File: src/design/aml2asl_pkg.sv
// ----------------------------------------------------------------------------
// aml2asl_pkg
// Shared types and constants for the AML name path to ASL text decoder.
// ----------------------------------------------------------------------------
package aml2asl_pkg;

  // Fixed format constants
  localparam int unsigned NAME_SEG_LEN = 4;
  localparam int unsigned MAX_RES      = 6;
  localparam logic [7:0]  MAX_CARETS   = 8'd255;
  localparam logic [10:0] LEN_MAX      = 11'd2047;

  // Special path bytes
  localparam logic [7:0] CH_ROOT  = 8'h5C;
  localparam logic [7:0] CH_CARET = 8'h5E;
  localparam logic [7:0] CH_DUAL  = 8'h2E;
  localparam logic [7:0] CH_MULTI = 8'h2F;
  localparam logic [7:0] CH_UNDER = 8'h5F;
  localparam logic [7:0] CH_A     = 8'h41;
  localparam logic [7:0] CH_Z     = 8'h5A;
  localparam logic [7:0] CH_0     = 8'h30;
  localparam logic [7:0] CH_9     = 8'h39;
  localparam logic [7:0] CH_NUL   = 8'h00;

  // Parse phases
  localparam logic [2:0] PH_PREFIX = 3'd0;
  localparam logic [2:0] PH_ROOTS  = 3'd1;
  localparam logic [2:0] PH_CARETS = 3'd2;
  localparam logic [2:0] PH_COUNT  = 3'd3;
  localparam logic [2:0] PH_SEGS   = 3'd4;
  localparam logic [2:0] PH_DONE   = 3'd5;

  // Parser state carried from one word to the next
  typedef struct packed {
    logic [2:0]                  phase;
    logic [7:0]                  caret_count;
    logic [7:0]                  segments_left;
    logic [2:0]                  segment_fill;
    logic [NAME_SEG_LEN-2:0][7:0] seg_buf;
    logic [10:0]                 emitted_count;
    logic                        first_seg;
    logic                        error;
  } state_t;

  localparam state_t ST_RESET = '{
    phase:         PH_PREFIX,
    caret_count:   8'd0,
    segments_left: 8'd0,
    segment_fill:  3'd0,
    seg_buf:       '0,
    emitted_count: 11'd0,
    first_seg:     1'b1,
    error:         1'b0
  };

  // Group of result words produced by one input word
  typedef struct packed {
    logic [MAX_RES-1:0][7:0] chars;
    logic [2:0]              count;
    logic                    fin;
    logic                    status;
    logic [10:0]             length;
  } group_t;

  // Segment byte check: leading byte A-Z or '_', others also 0-9
  function automatic logic byte_ok(input logic [7:0] b, input logic leading);
    logic alpha;
    logic digit;
    alpha = ((b >= CH_A) && (b <= CH_Z)) || (b == CH_UNDER);
    digit = (b >= CH_0) && (b <= CH_9);
    return alpha || (!leading && digit);
  endfunction

endpackage

File: src/design/aml2asl_step.sv
// ----------------------------------------------------------------------------
// aml2asl_step
// Next-state and result logic for one path byte: parses root marks, carets,
// name prefixes and segments, and builds the group of ASL characters.
// ----------------------------------------------------------------------------
module aml2asl_step
  import aml2asl_pkg::*;
(
  input  state_t      st,
  input  logic [7:0]  path_byte,
  input  logic        end_of_path,
  input  logic        no_byte,
  output state_t      st_next,
  output group_t      grp
);

  logic                  do_head;
  logic                  do_seg;
  logic                  do_caret;
  logic [2:0]            n;
  logic [2:0]            trim_len;
  logic [NAME_SEG_LEN-1:0][7:0] seg_full;
  logic [11:0]           sum;
  logic [10:0]           emitted;
  logic                  bad;
  logic [10:0]           len;

  always_comb begin
    st_next  = st;
    grp      = '0;
    n        = 3'd0;
    do_head  = 1'b0;
    do_seg   = 1'b0;
    do_caret = 1'b0;
    trim_len = 3'd0;
    seg_full = '0;
    sum      = '0;
    emitted  = '0;
    bad      = 1'b0;
    len      = '0;

    // Classify the byte by phase
    if (!no_byte && !st.error) begin
      unique case (st.phase)
        PH_PREFIX: begin
          if (path_byte == CH_ROOT) begin
            grp.chars[n] = CH_ROOT;
            n = n + 3'd1;
            st_next.phase = PH_ROOTS;
          end else if (path_byte == CH_CARET) begin
            do_caret = 1'b1;
          end else begin
            do_head = 1'b1;
          end
        end
        PH_ROOTS: begin
          if (path_byte != CH_ROOT) do_head = 1'b1;
        end
        PH_CARETS: begin
          if (path_byte == CH_CARET) do_caret = 1'b1;
          else do_head = 1'b1;
        end
        PH_COUNT: begin
          if (path_byte == CH_NUL) begin
            st_next.error = 1'b1;
          end else begin
            st_next.segments_left = path_byte;
            st_next.segment_fill  = 3'd0;
            st_next.phase         = PH_SEGS;
          end
        end
        PH_SEGS: begin
          if (path_byte == CH_NUL) st_next.error = 1'b1;
          else do_seg = 1'b1;
        end
        default: begin
        end
      endcase
    end

    // Parent caret, bounded count
    if (do_caret) begin
      if (st.caret_count < MAX_CARETS) begin
        grp.chars[n] = CH_CARET;
        n = n + 3'd1;
        st_next.caret_count = st.caret_count + 8'd1;
        st_next.phase       = PH_CARETS;
      end else begin
        st_next.error = 1'b1;
      end
    end

    // Name head: null, multi, dual or first byte of a single segment
    if (do_head) begin
      st_next.segment_fill = 3'd0;
      if (path_byte == CH_NUL) begin
        st_next.phase = PH_DONE;
      end else if (path_byte == CH_MULTI) begin
        st_next.phase = PH_COUNT;
      end else if (path_byte == CH_DUAL) begin
        st_next.segments_left = 8'd2;
        st_next.phase         = PH_SEGS;
      end else begin
        st_next.segments_left = 8'd1;
        st_next.phase         = PH_SEGS;
        do_seg                = 1'b1;
      end
    end

    // Segment byte: buffer, or emit the completed segment
    if (do_seg) begin
      if (st_next.segment_fill > 3'(NAME_SEG_LEN - 1)) st_next.segment_fill = 3'd0;
      if (!byte_ok(path_byte, st_next.segment_fill == 3'd0)) begin
        st_next.error = 1'b1;
      end else if (st_next.segment_fill < 3'(NAME_SEG_LEN - 1)) begin
        st_next.seg_buf[st_next.segment_fill[1:0]] = path_byte;
        st_next.segment_fill = st_next.segment_fill + 3'd1;
      end else begin
        seg_full = {path_byte, st.seg_buf};
        if (!st.first_seg) begin
          grp.chars[n] = CH_DUAL;
          n = n + 3'd1;
        end
        st_next.first_seg = 1'b0;
        // Drop trailing underscores
        if (seg_full[3] != CH_UNDER)      trim_len = 3'd4;
        else if (seg_full[2] != CH_UNDER) trim_len = 3'd3;
        else if (seg_full[1] != CH_UNDER) trim_len = 3'd2;
        else if (seg_full[0] != CH_UNDER) trim_len = 3'd1;
        else                              trim_len = 3'd0;
        for (int i = 0; i < NAME_SEG_LEN; i++) begin
          if (3'(i) < trim_len) begin
            grp.chars[n] = seg_full[i];
            n = n + 3'd1;
          end
        end
        st_next.segment_fill  = 3'd0;
        st_next.segments_left = st.segments_left - 8'd1;
        if (st_next.segments_left == 8'd0) st_next.phase = PH_DONE;
      end
    end

    // Saturating character count
    sum     = {1'b0, st.emitted_count} + 12'(n);
    emitted = (sum > {1'b0, LEN_MAX}) ? LEN_MAX : sum[10:0];
    st_next.emitted_count = emitted;

    // Terminator word closes the path and restarts the parser
    if (end_of_path) begin
      bad = st_next.error || (st_next.phase == PH_COUNT) || (st_next.phase == PH_SEGS);
      len = (emitted == LEN_MAX) ? LEN_MAX : emitted + 11'd1;
      grp.chars[n] = CH_NUL;
      n = n + 3'd1;
      grp.fin    = 1'b1;
      grp.status = bad;
      grp.length = bad ? 11'd0 : len;
      st_next    = ST_RESET;
    end

    grp.count = n;
  end

endmodule

File: src/design/aml_to_asl_name_path_decoder_top.sv
// ----------------------------------------------------------------------------
// aml_to_asl_name_path_decoder_top
// AML name path to ASL text decoder.
//
// Input channel: one path byte per word (path_byte, end_of_path, no_byte),
// handshake in_valid / in_stall. Output channel: one ASL character per word
// (out_char, final_item, status, text_length), handshake out_valid /
// out_stall. The word with final_item set carries a null character, the
// status and the text length, and closes the path.
//
// Each input word is parsed in the cycle it is taken; the words it produces
// (zero to six) are loaded into a group register, the first shown in the
// cycle after acceptance. While the receiver does not stall, they are shown
// one per cycle and a word producing at most one word is taken every cycle.
// A word producing more keeps the input stalled, since the next input word
// is taken in the cycle the last one of the group leaves; a completed
// segment produces up to five words, six when it also ends the path. When
// the receiver stalls, the current word holds and the input stalls once the
// group is in use. Reset clears the parser and drops undelivered characters.
// ----------------------------------------------------------------------------
module aml_to_asl_name_path_decoder_top
  import aml2asl_pkg::*;
(
  input  logic        clk,
  input  logic        rst,
  input  logic        in_valid,
  output logic        in_stall,
  input  logic [7:0]  path_byte,
  input  logic        end_of_path,
  input  logic        no_byte,
  output logic        out_valid,
  input  logic        out_stall,
  output logic [7:0]  out_char,
  output logic        final_item,
  output logic        status,
  output logic [10:0] text_length
);

  state_t     st;
  state_t     st_next;
  group_t     grp_new;
  group_t     grp;
  logic [2:0] idx;
  logic       in_take;
  logic       out_take;
  logic       last_pos;

  aml2asl_step u_step (
    .st          (st),
    .path_byte   (path_byte),
    .end_of_path (end_of_path),
    .no_byte     (no_byte),
    .st_next     (st_next),
    .grp         (grp_new)
  );

  // Handshake
  assign out_valid = (grp.count != 3'd0);
  assign last_pos  = (idx == grp.count - 3'd1);
  assign out_take  = out_valid && !out_stall;
  assign in_stall  = out_valid && !(out_take && last_pos);
  assign in_take   = in_valid && !in_stall;

  // Advance the parser state
  always_ff @(posedge clk) begin
    if (rst) begin
      st <= ST_RESET;
    end else if (in_take) begin
      st <= st_next;
    end
  end

  // Load a new group, step through the current one, drop it when drained
  always_ff @(posedge clk) begin
    if (rst) begin
      grp.count <= 3'd0;
      idx       <= 3'd0;
    end else if (in_take) begin
      grp.count  <= grp_new.count;
      grp.chars  <= grp_new.chars;
      grp.fin    <= grp_new.fin;
      grp.status <= grp_new.status;
      grp.length <= grp_new.length;
      idx        <= 3'd0;
    end else if (out_take) begin
      if (last_pos) begin
        grp.count <= 3'd0;
        idx       <= 3'd0;
      end else begin
        idx <= idx + 3'd1;
      end
    end
  end

  // Output word
  assign out_char    = grp.chars[idx];
  assign final_item  = grp.fin && last_pos;
  assign status      = final_item ? grp.status : 1'b0;
  assign text_length = final_item ? grp.length : 11'd0;

endmodule

File: config.mk
export PLATFORM = sky130hd
export DESIGN_NAME = aml_to_asl_name_path_decoder_top
export DESIGN_NICKNAME = d
export VERILOG_FILES = /design/src/design/aml2asl_pkg.sv /design/src/design/aml2asl_step.sv /design/src/design/aml_to_asl_name_path_decoder_top.sv
export SDC_FILE = /design/constraint.sdc
export NUM_CORES = 1
export LEC_CHECK = 0
export BUFFER_PORTS_ARGS = -buffer_cell sky130_fd_sc_hd__buf_2
export CORE_UTILIZATION = 49
export CTS_CLUSTER_SIZE = 8
export DETAILED_ROUTE_END_ITERATION = 6
export PLACE_DENSITY = 0.7
export SLEW_MARGIN = 20
export SYNTH_ARGS = -nofsm -noshare
export SYNTH_HDL_FRONTEND = slang
export SYNTH_SLANG_ARGS = --single-unit
File: constraint.sdc
create_clock -name clk -period 13.4 [get_ports clk]
set_clock_uncertainty 0.1 [all_clocks]
set_input_delay 1.34 -clock clk [delete_from_list [all_inputs] [get_ports clk]]
set_output_delay 1.34 -clock clk [all_outputs]
set_load 0.02 [all_outputs]
== After elaboration in Yosys (flattened, before gate mapping) ==
Index checks and enable logic that the tools add are counted.

* Register bits: 126
* Input bits: 14
* Output and inout bits: 23
* Logic and storage cells: 285

* Add/sub/neg operators: 14
* Order comparisons: 29
* Equal/unequal tests: 19
* Muxes and demuxes: 145
* Bitwise operators: 10
* Reductions and logical operators: 47

{| class="wikitable"
|+ Operators by type and width
! cell !! count
|-
| 48-bit 2-to-1 mux || 23
|-
| 48-bit bitwise mux || 4
|-
| 8-bit demux with 3-bit select || 7
|-
| 3-bit 2-to-1 mux || 48
|-
| 8-bit 2-to-1 mux || 14
|-
| 11-bit 2-to-1 mux || 10
|-
| 35-bit 2-to-1 mux || 2
|-
| 59-bit 2-to-1 mux || 1
|-
| 48-bit bitwise AND || 1
|-
| 48-bit NOT || 1
|-
| 8-bit by 7-bit inequality test with 1-bit output (second input constant) || 5
|-
| 3-bit by 4-bit < comparator with 1-bit output (second input constant) || 8
|-
| 5-bit by 30-bit OR with 30-bit output || 1
|-
| 3-bit by 1-bit adder with 3-bit output (second input constant) || 9
|-
| 1-bit 2-to-1 mux || 25
|-
| 24-bit bitwise AND || 1
|-
| 8-bit binary-select mux with 3-bit select || 1
|-
| 24-bit bitwise mux || 1
|-
| 8-bit by 7-bit == test with 1-bit output (second input constant) || 3
|-
| 24-bit 2-to-1 mux || 1
|-
| 24-bit NOT || 1
|-
| 24-bit OR || 1
|-
| 3-bit by 1-bit >= comparator with 1-bit output (second input constant) || 7
|-
| 3-bit by 18-bit bitwise AND with 18-bit output || 1
|-
| other kinds (44) || 88
|}

== Logic depth before layout (Yosys ltp) ==
* Depth after elaboration: 43
* Gate-level depth with buffers: 33
* Mapped depth without buffers: 31

== Modules after synthesis ==
Synthesis repeated with hierarchy kept, for this count alone.

* Cells, all modules: 1,108
* Area total of the unflattened synthesis: 9,947.0 um^2

{| class="wikitable"
|+ By module, submodules not included
! module !! times used !! cells each !! area an instance (um^2) !! seq. area each (um^2)
|-
| aml2asl_step || 1 || 823 || 5,427.7 || 0.0
|-
| aml_to_asl_name_path_decoder_top || 1 || 285 || 4,519.3 || 3,133.0
|}

== Least setup slack after synthesis ==
Ideal clock, no wire load.

* Path kind: in2reg
* Start point: input port path_byte[0]
* End point: register grp[4] (netlist bit), data pin
* Data arrival time: 8,804 ps
* Required time: 13,030 ps
* Setup slack: 4,226 ps
* Stages on the path: 30
* Buffers on the path: 1
* Path through: buf_2 > or4b_2 > nor3_1 > nand2_1 > ha_1 > mux2_2 > nor4_1 > ha_1 > nor2b_1 > a31oi_1 > inv_2 > ha_1 > mux2i_4 > inv_4 > ha_1 > nor2b_1 > a221o_2 > a21oi_2 > ha_1 > mux2_4 > a21oi_4 > inv_1 > ha_1 > a21o_1 > a211oi_2 > and2_1 > mux2_2 > and3_1 > o31ai_1 > a21oi_1

* Longest elaborated chain between the ends: 37
* Elaborated cells between the ends (all ways): 113

{| class="wikitable"
|+ RTL lines
! item !! line !! text
|-
| start: declaration || aml_to_asl_name_path_decoder_top.sv:28 || <nowiki>input logic [7:0] path_byte,</nowiki>
|-
| 8-bit by 7-bit == test with 1-bit output || aml2asl_step.sv:46 || <nowiki>if (path_byte == CH_ROOT) begin</nowiki>
|-
| 1-bit 2-to-1 mux || aml2asl_step.sv:46 ||
|-
| 3-bit 2-to-1 mux || aml2asl_step.sv:44 || <nowiki>unique case (st.phase)</nowiki>
|-
| 3-bit 2-to-1 mux || aml2asl_step.sv:43 || <nowiki>if (!no_byte && !st.error) begin</nowiki>
|-
| 3-bit by 1-bit adder with 3-bit output || aml2asl_step.sv:85 || <nowiki>n = n + 3'd1;</nowiki>
|-
| 3-bit 2-to-1 mux || aml2asl_step.sv:83 || <nowiki>if (st.caret_count < MAX_CARETS) begin</nowiki>
|-
| 3-bit 2-to-1 mux || aml2asl_step.sv:82 || <nowiki>if (do_caret) begin</nowiki>
|-
| 3-bit by 1-bit adder with 3-bit output || aml2asl_step.sv:122 || <nowiki>n = n + 3'd1;</nowiki>
|-
| [... 21 more ...] || n/a ||
|-
| 3-bit 2-to-1 mux || aml2asl_step.sv:115 || <nowiki>end else if (st_next.segment_fill < 3'(NAME_SEG_LEN - 1)) begin</nowiki>
|-
| 3-bit 2-to-1 mux || aml2asl_step.sv:113 || <nowiki>if (!byte_ok(path_byte, st_next.segment_fill == 3'd0)) begin</nowiki>
|-
| 3-bit 2-to-1 mux || aml2asl_step.sv:111 || <nowiki>if (do_seg) begin</nowiki>
|-
| 11-bit by 3-bit adder with 12-bit output || aml2asl_step.sv:144 || <nowiki>sum = {1'b0, st.emitted_count} + 12'(n);</nowiki>
|-
| 12-bit by 11-bit > comparator with 1-bit output || aml2asl_step.sv:145 || <nowiki>emitted = (sum > {1'b0, LEN_MAX}) ? LEN_MAX : sum[10:0];</nowiki>
|-
| 11-bit 2-to-1 mux || aml2asl_step.sv:145 ||
|-
| 11-bit by 1-bit adder with 11-bit output / 11-bit == test (equally long branches) || aml2asl_step.sv:151 || <nowiki>len = (emitted == LEN_MAX) ? LEN_MAX : emitted + 11'd1;</nowiki>
|-
| 11-bit 2-to-1 mux || aml2asl_step.sv:151 ||
|-
| end: declaration || aml_to_asl_name_path_decoder_top.sv:42 || <nowiki>group_t grp;</nowiki>
|}

Several ways; a longest one is shown, not always the timed one. The select of a mux whose other input is x is not followed.
A chain may end at the register's enable or synchronous reset.

== Worst setup path in the final report ==
* Start point: input port path_byte[3]
* End point: register grp[8] (netlist bit), data pin

The elaborated chain is that of the path after synthesis.

==> flow_summary.ini <==
[detailed_routing]
viasPerCell = 6.35
wl_per_cell_um = 20.6
remaining_drc_errors = 0
wl_um = 27600
antenna_left = 0
vias = 8531
drtIter0Drc = 986
drtPass1Iterations = 5

[layout]
fill_cells = 1688
area_growth_syn_to_layout_pct = 8.41
num_antenna_cells = 0
seq_area_um2 = 3130
nets = 1140
drive_above_1_share_pct = 11.3
multiInputGateArea_um2 = 5650

[clocking]
post_cts_resized = 0
worstSkewPairLatency_ns = 0.44
ctsRootBufferMaster = clkbuf_16
cts_max_path_buffers = 2
htree_levels = 4
clkSinkCount = 126
clk_pin_slew_worst_paths_ns = 0.06
numCtsBuffers = 17
postCtsSetupRepairBufs = 0
cts_tree = done
cts_hold_buf = 0

[sta]
slew_viol_final = 0
worstMarginPinSlew_ns = 1.13
rsz0062_at_grt = false
hold_viol = 0
fin_setup_tns_ns = 0
fmax_mhz = 101
fin_crit_sh_pct = 73.7
finalSetupViolCount = 0
holdWs_ns = 0.381
slew_headroom_pct = 24.4
fin_crit_ns = 9.88

[power]
p_leak_nw = 3.73
power_density_nw_per_um2 = 93.2
worst_ir_drop_vdd_uv = 89.4

[synth]
yosys_most_used_dff = dfxtp_1
synth_cell_types = 90
yosysSeqAreaShare_pct = 33.8
synth_edf_count = 61
synth_fp_nets = 1161
synth.yosys.warnings = 0
synth_top_area_share_pct = 19.8
avgSynthCellArea_um2 = 8.25
netlist_instances = 1122
synthTopCellsByArea = edfxtp_1, dfxtp_1, nor2_1
async_reset_ff_share_pct = 0
yosys.area.top_type = edfxtp_1
synth_seq_cells = 126
syn-cell-area_um2 = 9260

[global_route]
grt_pass1_wl_um = 43400
grtUsageTotal_pct = 29.0
grt_max_degree = 63
grt_pass1_vias = 7696
overflow = 0
grt_antenna_before_repair = 0

[placed_design]
gp_congestion = 0.992
port_buffers = 36
place_hpwl_um = 19900

[floorplanning]
core-area_um2 = 18200
rows = 49
initial_utilization_pct = 50.8
die_w_um = 139
chipHeight_um = 139
pin_count = 37
fp.dieArea_um2 = 19400

[worst_setup_path]
rrSetupSlack_ns = 4.23
rr_endpoint = grp[8]$_SDFFCE_PP0P_
worstReg2RegStart = st[56]$_SDFFE_PP0P_
slowest_stage = or4b_2
crit_top_cell = ha_1
reg2reg_depth = 31
end_kind = register
crit_type = in2reg
worstPathRequired_ns = 13.47
worst_path_largest_cell_delay_ns = 0.65
crit_path_max_fanout = 13
critPathArrivalTime_ns = 9.96
start_kind = primary input

[worst_hold_path]
min_path_cells = 2
holdPathEnd = st[54]$_SDFFE_PP0P_
min_from = st[54]$_SDFFE_PP0P_
holdCritPathClass = reg2reg

[outcome]
status = complete, no violations

[job]
cap_violations = 0
cells in the mapped netlist, drive strengths merged, types with 16 or more instances:
master    n
nor3     27
clkbuf   65
buf      20
a22oi    49
nand2    86
inv      40
and2     25
mux2i    43
edfxtp   61
nor2    161
a211oi   28
a21oi   112
o21ai    55
ha       24
xnor2    16
nand3    21
o211ai   18
dfxtp    65
cells by family (layout without fill, tap and decap cells):
logic type	Yosys count	count (layout)	share of synthesized area [%]
and+or+nand+nor	433	433	23.7
AOI/OAI and AO/OA	330	330	23.7
DFF	126	126	33.8
buffers and inverters	125	117	5.42
muxes	55	55	7.26
xor gates and xnor gates	28	28	2.65
adders and majority gates	25	25	3.46
worst max-delay path, delay by kind of cell:
family,cells,cell delay [ns]
buffers and inverters,4,0.67
muxes,3,0.87
AOI/OAI and AO/OA,7,1.96
and+or+nand+nor,11,2.77
adders and majority gates,7,2.30
stage by stage:
stage / setup WS [ns] / instances / cell area (um2) / util [%] / total power, mW
finish: 3.52 / 1343 / 10000 / 55.1 / 0.936
global route: 2.90 / 1343 / 10000 / 55.1 / 0.964
CTS: 3.66 / 1343 / 10000 / 55.1 / 0.941
detailed placement: 3.26 / 1311 / 9470 / 52.0 / 0.487
global placement: 3.59 / 1311 / 9470 / 52.0 / 0.486
floorplan: 4.23 / 1122 / 9260 / - / 0.466
registers in the layout, indices dropped and copies added, names as in the netlist:
name	flops
grp	64
st	59
idx	3
worst max-delay path by stage:
stage                       from                    to  slack, ns  cells after the start
floorplan           path_byte[0]  grp[4]$_SDFFCE_PP0P_       4.23                     30
global placement    path_byte[3]  grp[8]$_SDFFCE_PP0P_       3.59                     32
detailed placement  path_byte[3]  grp[8]$_SDFFCE_PP0P_       3.26                     32
CTS                 path_byte[3]  grp[8]$_SDFFCE_PP0P_       3.66                     32
global route        path_byte[3]  grp[8]$_SDFFCE_PP0P_       2.90                     32
finish              path_byte[3]  grp[8]$_SDFFCE_PP0P_       3.52                     32
layout make-up:
class | instances | share of cell area, %
tap | 229 | 2.86
timing repair buffer | 45 | 2.47
multi-input combinational | 871 | 56.3
clock inverter | 15 | 1.41
sequential | 126 | 31.2
clock buffer | 17 | 4.24
inverter | 40 | 1.52
layer usage:
layer	wire (um)	up-vias	track usage (%)
li1	-	4098	-
met1	12600	3997	40.7
met2	12100	384	43.5
met3	2040	52	5.68
met4	900	0	11.8
met5	0	-	0
power breakdown:
part	leakage, nW	internal (mW)	switching, mW
Sequential	1.12	0.410	0.00377
Clock	0.269	0.246	0.210
Combinational	2.34	0.0181	0.0477
cells in the final DEF (no fill, tap or decap), types with 5 or more instances in the layout:
cell type / instances
o211ai_1: 18
buf_4: 9
a211oi_1: 26
clkbuf_16: 17
ha_1: 24
xor2_1: 12
or2_2: 7
nand4_1: 13
a22o_1: 11
nor3b_1: 7
inv_8: 6
or3_1: 6
nand2b_1: 9
and3b_1: 5
and3_1: 9
a31oi_1: 6
dfxtp_1: 65
buf_2: 36
a21oi_1: 109
xnor2_1: 16
inv_1: 38
mux2i_1: 42
nor2b_1: 12
nand3b_1: 6
mux4_2: 8
o22ai_1: 10
o21ai_1: 6
edfxtp_1: 61
nor4_1: 9
nor3_1: 24
nand2_1: 86
nand3_1: 20
o21ai_0: 49
and2_1: 23
a22oi_1: 49
nor2_1: 160
(Power assumes the default switching activity.)
